## config.mk

```make
export PLATFORM = sky130hd
export DESIGN_NAME = erl_cell
export DESIGN_NICKNAME = d
export VERILOG_FILES = /design/src/hdl/erl_pkg.sv /design/src/hdl/erl_cell.sv
export SDC_FILE = /design/constraint.sdc
export NUM_CORES = 1
export LEC_CHECK = 0
export ABC_AREA = 1
export BUFFER_PORTS_ARGS = -buffer_cell sky130_fd_sc_hd__buf_2
export CORE_AREA = 8 8 148 150
export CTS_BUF_LIST = sky130_fd_sc_hd__clkbuf_4 sky130_fd_sc_hd__clkbuf_8 sky130_fd_sc_hd__clkbuf_16
export DETAILED_ROUTE_END_ITERATION = 16
export DIE_AREA = 0 0 156 158
export PLACE_DENSITY = 0.85
export SETUP_SLACK_MARGIN = 0.3
export SLEW_MARGIN = 10
export SYNTH_ARGS = -nofsm -noshare
export SYNTH_HDL_FRONTEND = slang
export SYNTH_SLANG_ARGS = --single-unit
export TNS_END_PERCENT = 5
```

## constraint.sdc

```tcl
create_clock -name clk -period 9.2 [get_ports clk]
set_input_delay 1.84 -clock clk [delete_from_list [all_inputs] [get_ports clk]]
set_output_delay 1.84 -clock clk [all_outputs]
set_load 0.02 [all_outputs]
```

## src/hdl/erl_pkg.sv

```systemverilog
// erl_pkg: shared types and constants for the event log ring store.
// Used by erl_cell and event_log_ring_store; depends on nothing.
`default_nettype none
package erl_pkg;

  localparam int LOG_DEPTH = 16;
  localparam int AW        = (LOG_DEPTH > 1) ? $clog2(LOG_DEPTH) : 1;
  localparam int CNT_W     = $clog2(LOG_DEPTH + 1);
  localparam int ID_W      = 16;

  localparam logic [1:0] ACT_RECORD = 2'd0;
  localparam logic [1:0] ACT_READ   = 2'd1;
  localparam logic [1:0] ACT_FIND   = 2'd2;
  localparam logic [1:0] ACT_CLEAR  = 2'd3;

  typedef struct packed {
    logic [1:0]  action;
    logic [31:0] stamp_ms;
    logic [7:0]  module_no;
    logic [7:0]  subsystem_no;
    logic [7:0]  error_code;
    logic [2:0]  severity_level;
    logic [7:0]  payload_len;
    logic [15:0] position;
    logic [15:0] wanted_id;
  } in_item_t;

  typedef struct packed {
    logic             found;
    logic [15:0]      seq_id;
    logic [31:0]      entry_stamp_ms;
    logic [7:0]       entry_module;
    logic [7:0]       entry_subsystem;
    logic [7:0]       entry_code;
    logic [2:0]       entry_severity;
    logic [7:0]       entry_payload_len;
    logic [4:0]       stored_count;
  } out_item_t;

  // one stored log entry
  typedef struct packed {
    logic [ID_W-1:0] seq_id;
    logic [31:0]     stamp_ms;
    logic [7:0]      module_no;
    logic [7:0]      subsystem_no;
    logic [7:0]      error_code;
    logic [2:0]      severity;
    logic [7:0]      payload_len;
  } log_entry_t;

  // request travelling down the cell chain
  typedef struct packed {
    logic             active;
    logic [1:0]       op;
    logic [AW-1:0]    slot;
    logic [ID_W-1:0]  want;
    logic [CNT_W-1:0] count;
    logic             hit;
    log_entry_t       entry;
  } probe_t;

endpackage
`default_nettype wire

```

## src/hdl/erl_cell.sv

```systemverilog
// erl_cell: one log slot plus one stage of the request chain.
// Depends on erl_pkg.
`default_nettype none
module erl_cell
  import erl_pkg::*;
(
  input  wire logic    clk,
  input  wire logic    rst_n,
  input  wire logic    adv,
  input  wire logic [AW-1:0] cell_idx,
  input  wire probe_t  p_in,
  output probe_t       p_out
);

  probe_t     p_r, p_nxt;
  log_entry_t ent_r;
  logic       wr;

  always_comb begin
    p_nxt = p_in;
    wr    = 1'b0;
    if (p_in.active) begin
      case (p_in.op)
        ACT_RECORD: begin
          if (cell_idx == p_in.slot) wr = 1'b1;
        end
        ACT_READ: begin
          if (cell_idx == p_in.slot) begin
            p_nxt.hit   = 1'b1;
            p_nxt.entry = ent_r;
          end
        end
        ACT_FIND: begin
          // first valid slot with a matching id wins
          if (!p_in.hit && (CNT_W'(cell_idx) < p_in.count) &&
              (ent_r.seq_id == p_in.want)) begin
            p_nxt.hit   = 1'b1;
            p_nxt.entry = ent_r;
          end
        end
        default: ;
      endcase
    end
  end

  always_ff @(posedge clk) begin
    if (!rst_n) begin
      p_r <= '0;
    end else if (adv) begin
      p_r <= p_nxt;
    end
  end

  always_ff @(posedge clk) begin
    if (adv && wr) begin
      ent_r <= p_in.entry;
    end
  end

  assign p_out = p_r;

endmodule
`default_nettype wire

```

Word level (Yosys, flattened, before mapping):

Cells that the tools add are included.

* word-level logic and storage cells: 37
* input port bits: 119
* output and inout port bits: 112
* register bits after elaboration: 195

* $lt $le $gt $ge: 1
* eq/ne operators: 4
* reduce and logical (&&, ||, !) cells: 5
* multiplexer cells: 7

Operators with widths (number)
* $mux W84: 3
* $pmux W84 S2: 1
* $eq A16 B16 Y1: 1
* $lt A4 B5 Y1: 1
* $eq A4 B4 Y1: 1
* $logic_and A1 B1 Y1: 3
* $mux W1: 3
* $eq A2 B1 Y1 const B: 1
* $eq A2 B2 Y1 const B: 1
* $logic_not A2 Y1: 1
* $logic_not A1 Y1: 1

Longest topological paths before layout:

Gate-level depths: netlist of run 1.

* depth in word-level cells: 6
* mapped depth: 15
* mapped depth without buffers: 13

Least setup slack after synthesis of run 1:

No wires, ideal clock.

* path type: input-to-reg
* from: input port p_in[106] (netlist bit)
* to: register ent_r[0] (netlist bit), enable pin
* setup slack: 2550 ps
* setup time: 526 ps
* arrival time: 6124 ps
* buffers on the path: 2
* stages on the path: 8
* required time: 8674 ps
* cell sequence: xor2_1 -> nor2_1 -> nand2_1 -> inv_1 -> buf_2 -> buf_2 -> nand2_1 -> nor2_1

* word-level cells in the longest chain between the ends: 5

RTL lines
* from (decl): line erl_cell.sv:11 `input wire probe_t p_in,`
* $eq A4 B4 Y1: line erl_cell.sv:25 `if (cell_idx == p_in.slot) wr = 1'b1;`
* $mux W1: line erl_cell.sv:25
* $mux W1: line erl_cell.sv:23 `case (p_in.op)`
* $mux W1: line erl_cell.sv:22 `if (p_in.active) begin`
* $logic_and A1 B1 Y1: line erl_cell.sv:55 `if (adv && wr) begin`
* to (signal assigned): line erl_cell.sv:56 `ent_r <= p_in.entry;`
* to (decl): line erl_cell.sv:16 `log_entry_t ent_r;`

No other way between the ends.
A chain may end at the register's enable or synchronous reset.

Final worst setup path of run 1:

* from: input port p_in[107] (netlist bit)
* to: register ent_r[59] (netlist bit), enable pin

Same word-level chain as after synthesis.

==> impl_metrics.csv, run 1 <==
group,metric,value,unit
run_status,status,"finished clean",
min_path,min_path_type,"reg -> reg",
route,ant_nets,0,
clock_tree,cts_sinks,195,
setup_path,critPathMaxFanout,46,
sta,rsz0062_at_grt,"false",
yosys,ys_types,19,
power_and_ir_drop,irDropWorstVdd,0.000129,V
clock_tree,path_clk_slew,0.07,ns
grt,grtUsageMet3,6.44,%
floorplanning,core-area,19700,um2
floorplanning,die_w,156,um
route,avgViaCountPerCell,5.60,
power_and_ir_drop,p_switching,0.000619,W
layout,final_common_cell,"nand2_1",
layout,final_cell_mix,"nand2_1, inv_1, buf_2, a21oi_1, nand3_1",
sta,finalCritPeriodShare,55.6,%
setup_path,cp-end-kind,"flip-flop",
clock_tree,cts_tree,"yes",
floorplanning,fp-row-count,52,
floorplanning,die_h,158,um
clock_tree,cts_setup_buffers,0,
floorplanning,pin_count,231,
setup_path,critPathRequiredTime,9.26,ns
grt,overflow,0,
min_path,holdPathEnd,"p_out[111]",
yosys,syn_inst,1751,
min_path,worstHoldPathCells,2,
placement,gp_congestion,0.960,
yosys,synthesis.nets,1876,
route,finalWirelength,35700,um
sta,slew_headroom,21.6,%
grt,grt_use_met2,47.7,%
sta,fmax,196,MHz
yosys,ys_seq_area_share,41.4,%
clock_tree,cts_inserted_buffers,17,
grt,use_met1,33.4,%
yosys,yosys_warnings,0,
setup_path,reg2reg_slack,5.59,ns
layout,area_growth,15.3,%
yosys,syn_avg_cell_area,6.54,um2
floorplanning,start_util,58.1,%
setup_path,arrival,5.18,ns
placement,hpwl,21500,um
grt,grt_pass1_vias,11900,
grt,antenna_found_initial,2,
power_and_ir_drop,seqPwrFrac,44.2,%
sta,worstMarginPinSlew,1.18,ns
floorplanning,die_area,24600,um2
power_and_ir_drop,power_density,164,nW/um2
route,wl_per_cell,16.5,um
grt,top_usage_layer,"met2",
sta,hold_violations,0,
setup_path,r2r-end,"p_out[9]",
route,via_count,12100,
power_and_ir_drop,leakage,6.81,nW
route,dr.pass1.iters,6,
grt,track_usage,28.2,%
flow_run,cap_violations,0,
route,drt_iter0_drc,1335,
clock_tree,cts_hold_buf,0,
power_and_ir_drop,p_int,0.00154,W
sta,fin_skew,0.00780,ns
clock_tree,clk-insertion-delay-late,0.43,ns
setup_path,cp-start-kind,"input pin",
clock_tree,htreeDepth,4,
route,drc,0,
layout,nets,2009,
placement,io_buffers,230,
power_and_ir_drop,combPwrFrac,17.7,%
sta,finalSetupViolations,0,
power_and_ir_drop,swShare,28.7,%
sta,tns,0,ns
sta,holdWs,0.459,ns
min_path,hold_start,"p_out[111]",
yosys,syn-cell-area,11400,um2
layout,drive_gt1_share,15.7,%
clock_tree,clock_path_buffers,2,
power_and_ir_drop,clkPwrFrac,38.1,%
grt,grt_max_degree,99,
clock_tree,postCtsResizedCells,0,
sta,slew_viol_final,0,
setup_path,crit_type,"in -> reg",
yosys,ys_seq_elements,195,
setup_path,r2r_cells,12,
clock_tree,clockRootBuffer,"clkbuf_16",
setup_path,r2r_start,"ent_r[79]",
grt,grt_pass1_wl,56900,um
sta,fin_crit,5.11,ns
[metal layers]
metal  part of all wire [%]  routed length [um]
met2                     48               17200
met3                     10                3740
met5                  0.042                  15
met4                    3.4                1200
met1                     38               13600
[worst max path at each step]
stage	startpoint	end	slack, ns	cells past startpoint
finish	p_in[107]	ent_r[59]	4.09	8
global route	p_in[107]	ent_r[72]	3.92	8
CTS	p_in[107]	ent_r[73]	4.13	8
detailed placement	p_in[107]	ent_r[76]	3.67	8
global placement	p_in[107]	ent_r[81]	3.75	8
floorplan	p_in[106]	ent_r[0]	2.55	8
[worst max-delay path, cell delays in order]
cell and delay [ns]:
buf_2 0.11, xor2_1 0.15, nor2_1 0.24, nand2_4 0.34, inv_2 0.61, nand2_1 0.20, nor2_4 0.88, buf_4 0.73
[Yosys cell counts]
master | n | area share (%)
nand4_1 | 83 | 4.5
nor2_1 | 28 | 0.92
xor2_1 | 4 | 0.31
dfxtp_1 | 112 | 20
ha_1 | 6 | 0.66
o21ai_0 | 30 | 1.3
inv_1 | 264 | 8.7
edfxtp_1 | 83 | 22
clkinv_1 | 2 | 0.066
a21oi_1 | 189 | 8.3
clkbuf_1 | 76 | 2.5
xnor2_1 | 1 | 0.077
buf_2 | 35 | 1.5
nand3_1 | 170 | 7.4
o21ai_1 | 1 | 0.044
buf_1 | 8 | 0.26
nand2_1 | 640 | 21
buf_6 | 7 | 0.69
inv_2 | 12 | 0.39
[cell families (layout without fill, tap and decap cells)]
group / Yosys count / in the layout / synth area share (%)
AND/OR/NAND/NOR: 921 / 921 / 33.9
buffers and inverters: 404 / 550 / 14.1
flip-flops: 195 / 195 / 41.4
XOR/XNOR: 5 / 5 / 0.383
AO/OA/AOI/OAI: 220 / 220 / 9.62
adder cells (fa/ha/maj): 6 / 6 / 0.656
other: 0 / 1 / 0
[registers in the layout, summed over array words and instances, names as in the netlist]
name / count
p_out: 112
ent_r: 83
[power groups by stage]
stage          clock network, W  logic (W)  registers [W]
6_report               0.000823   0.000381       0.000955
5_1_grt                0.000856   0.000421       0.000959
4_1_cts                0.000826   0.000378       0.000955
3_5_place_dp                  0   0.000375       0.000974
3_3_place_gp                  0   0.000365       0.000973
2_1_floorplan                 0   0.000204        0.00102
[through the flow]
stage / instances / worst slack (ns) / area, um2 / utilization [%] / total power (W)
6_report: 2168 / 4.09 / 13200 / 66.9 / 0.00216
5_1_grt: 2168 / 3.92 / 13200 / 66.9 / 0.00224
2_1_floorplan: 1751 / 2.55 / 11400 / - / 0.00122
3_3_place_gp: 2135 / 3.75 / 12500 / 63.6 / 0.00134
4_1_cts: 2167 / 4.13 / 13200 / 66.9 / 0.00216
3_5_place_dp: 2135 / 3.67 / 12500 / 63.6 / 0.00135
[cell type report]
| type | instances | area, um2 |
|---|---|---|
| multi-input cells | 1152 | 5180 |
| well taps | 270 | 338 |
| clock buffers | 24 | 556 |
| repair buffers | 240 | 1230 |
| diodes | 1 | 2.50 |
| fillers | 1692 | 6520 |
| flip-flops and latches | 195 | 4730 |
| inverters | 278 | 1050 |
| clock inverters | 8 | 106 |
Note: power is estimated with default switching activity, not from simulation.
==> inputs of run 2 (changes only) <==
--- a/config.mk
+++ b/config.mk
@@ -7,11 +7,11 @@
 export LEC_CHECK = 0
 export ABC_AREA = 1
 export BUFFER_PORTS_ARGS = -buffer_cell sky130_fd_sc_hd__buf_2
-export CORE_AREA = 8 8 148 150
+export CORE_AREA = 8 8 152 154
 export CTS_BUF_LIST = sky130_fd_sc_hd__clkbuf_4 sky130_fd_sc_hd__clkbuf_8 sky130_fd_sc_hd__clkbuf_16
 export DETAILED_ROUTE_END_ITERATION = 16
-export DIE_AREA = 0 0 156 158
-export PLACE_DENSITY = 0.85
+export DIE_AREA = 0 0 160 162
+export PLACE_DENSITY = 0.81
 export SETUP_SLACK_MARGIN = 0.3
 export SLEW_MARGIN = 10
 export SYNTH_ARGS = -nofsm -noshare
==> constraint.sdc (replaced) <==
create_clock -name clk -period 4.75 [get_ports clk]
set_input_delay 0.95 -clock clk [delete_from_list [all_inputs] [get_ports clk]]
set_output_delay 0.95 -clock clk [all_outputs]
set_load 0.02 [all_outputs]
==> impl_metrics.csv, run 2 (synthesis results as in run 1) <==
group,metric,value,unit
layout,drive_gt1_share,15.8,%
sta,fmax,327,MHz
layout,area_growth,15.3,%
route,dr.pass1.iters,6,
sta,hold_violations,0,
grt,grt_pass1_wl,57400,um
grt,antenna_found_initial,4,
setup_path,r2r-end,"p_out[74]",
power_and_ir_drop,leakage,6.82,nW
layout,largest_reg_flops,112,
floorplanning,fp-row-count,53,
clock_tree,postCtsResizedCells,0,
power_and_ir_drop,swShare,29.4,%
setup_path,critPathRequiredTime,5.08,ns
grt,grt_max_degree,126,
floorplanning,pin_count,231,
setup_path,reg2reg_slack,2.10,ns
sta,fin_skew,0.0137,ns
clock_tree,cts_inserted_buffers,17,
floorplanning,core-area,20700,um2
sta,rsz0062_at_grt,"false",
power_and_ir_drop,seqPwrFrac,45.4,%
layout,final_cell_mix,"nand2_1, inv_1, buf_2, a21oi_1, nand3_1",
clock_tree,clk-insertion-delay-late,0.44,ns
layout,nets,2012,
sta,fin_crit,3.06,ns
route,wl_per_cell,16.5,um
setup_path,r2r_cells,9,
clock_tree,cts_sinks,195,
setup_path,r2r_start,"ent_r[68]",
setup_path,cp-start-kind,"input pin",
layout,final_common_cell,"nand2_1",
layout,fin_area,13200,um2
clock_tree,htreeDepth,4,
route,via_count,12100,
route,finalWirelength,35800,um
route,ant_nets,0,
setup_path,crit_type,"in -> reg",
clock_tree,cts_setup_buffers,0,
placement,placed_area,12600,um2
placement,gp_congestion,0.817,
sta,finalSetupViolations,0,
sta,tns,0,ns
power_and_ir_drop,p_switching,0.00120,W
clock_tree,cts_tree,"yes",
power_and_ir_drop,irDropWorstVdd,0.000245,V
power_and_ir_drop,clkPwrFrac,36.6,%
sta,slew_headroom,22.4,%
setup_path,arrival,3.39,ns
floorplanning,start_util,55.3,%
power_and_ir_drop,power_density,309,nW/um2
placement,hpwl,20800,um
floorplanning,die_area,25900,um2
clock_tree,clock_path_buffers,2,
route,drt_iter0_drc,1234,
grt,overflow,0,
floorplanning,die_w,160,um
clock_tree,clockRootBuffer,"clkbuf_16",
clock_tree,cts_hold_buf,0,
min_path,worstHoldPathCells,2,
power_and_ir_drop,p_int,0.00288,W
setup_path,critPathMaxFanout,84,
run_status,status,"finished clean",
placement,io_buffers,230,
route,avgViaCountPerCell,5.54,
clock_tree,path_clk_slew,0.07,ns
floorplanning,die_h,162,um
power_and_ir_drop,combPwrFrac,18.0,%
layout,seqCellArea,4730,um2
grt,track_usage,26.6,%
sta,finalCritPeriodShare,64.3,%
grt,grt_pass1_vias,11700,
min_path,min_path_type,"reg -> reg",
setup_path,cp-end-kind,"flip-flop",
flow_run,cap_violations,0,
min_path,hold_start,"p_out[11]",
sta,worstMarginPinSlew,1.16,ns
layout,multi_input_area,5180,um2
layout,fill_cells,1887,
min_path,holdPathEnd,"p_out[11]",
route,drc,0,
sta,slew_viol_final,0,
[run 2: per-layer routing]
metal / global-route usage, % / part of all wire [%] / up-vias / wire length (um)
met1: 33.9 / 41 / 5496 / 14900
met5: 0 / 0.073 / - / 26
met2: 42.6 / 46 / 660 / 16500
met3: 5.90 / 9.6 / 82 / 3450
li1: - / - / 5809 / -
met4: 11.8 / 2.6 / 4 / 946
[run 2: how the worst max path moves through the flow]
stage	startpoint	endpoint	slack (ns)	cells after the start
after global placement	cell_idx[2]	p_out[53]	1.40	13
after global routing	p_in[87]	p_out[68]	1.50	14
after floorplan	p_in[106]	ent_r[0]	0.40	8
after detailed placement	cell_idx[2]	p_out[63]	1.33	13
final	cell_idx[2]	p_out[74]	1.69	13
after CTS	cell_idx[2]	p_out[60]	1.76	13
[run 2: layout make-up]
type	instances	share of cell area (%)
inverter	278	7.97
timing repair buffer	243	9.65
sequential	195	35.9
multi-input combinational	1152	39.2
antenna	2	0.0379
clock inverter	8	0.427
tap	275	2.61
clock buffer	24	4.20
[run 2: metrics by stage]
step	power [W]	utilization [%]	setup slack (ns)	cells	hold slack [ns]
floorplan	0.00236	-	0.397	1751	0.541
detailed placement	0.00262	60.8	1.33	2143	0.452
global placement	0.00260	60.8	1.40	2143	0.449
CTS	0.00409	63.8	1.76	2175	0.464
finish	0.00408	63.8	1.69	2177	0.463
global route	0.00424	63.8	1.50	2177	0.481
[run 2: power groups by stage]
stage / Clock [W] / Combinational [W] / Sequential, W
2_1_floorplan: 0 / 0.000395 / 0.00197
3_3_place_gp: 0 / 0.000710 / 0.00189
3_5_place_dp: 0 / 0.000726 / 0.00189
4_1_cts: 0.00151 / 0.000730 / 0.00185
5_1_grt: 0.00157 / 0.000813 / 0.00186
6_report: 0.00150 / 0.000736 / 0.00185
[run 2: worst max-delay path, cell delays in order]
cell and delay (ns):
buf_2 0.12, ha_1 0.30, nand2_1 0.07, nand2_1 0.05
nand2_1 0.06, nand3_1 0.11, nor2_4 0.13, nand3_4 0.82
nand2_1 0.31, nand3_1 0.10, nand2_1 0.10, nand2_1 0.05
a21oi_1 0.13
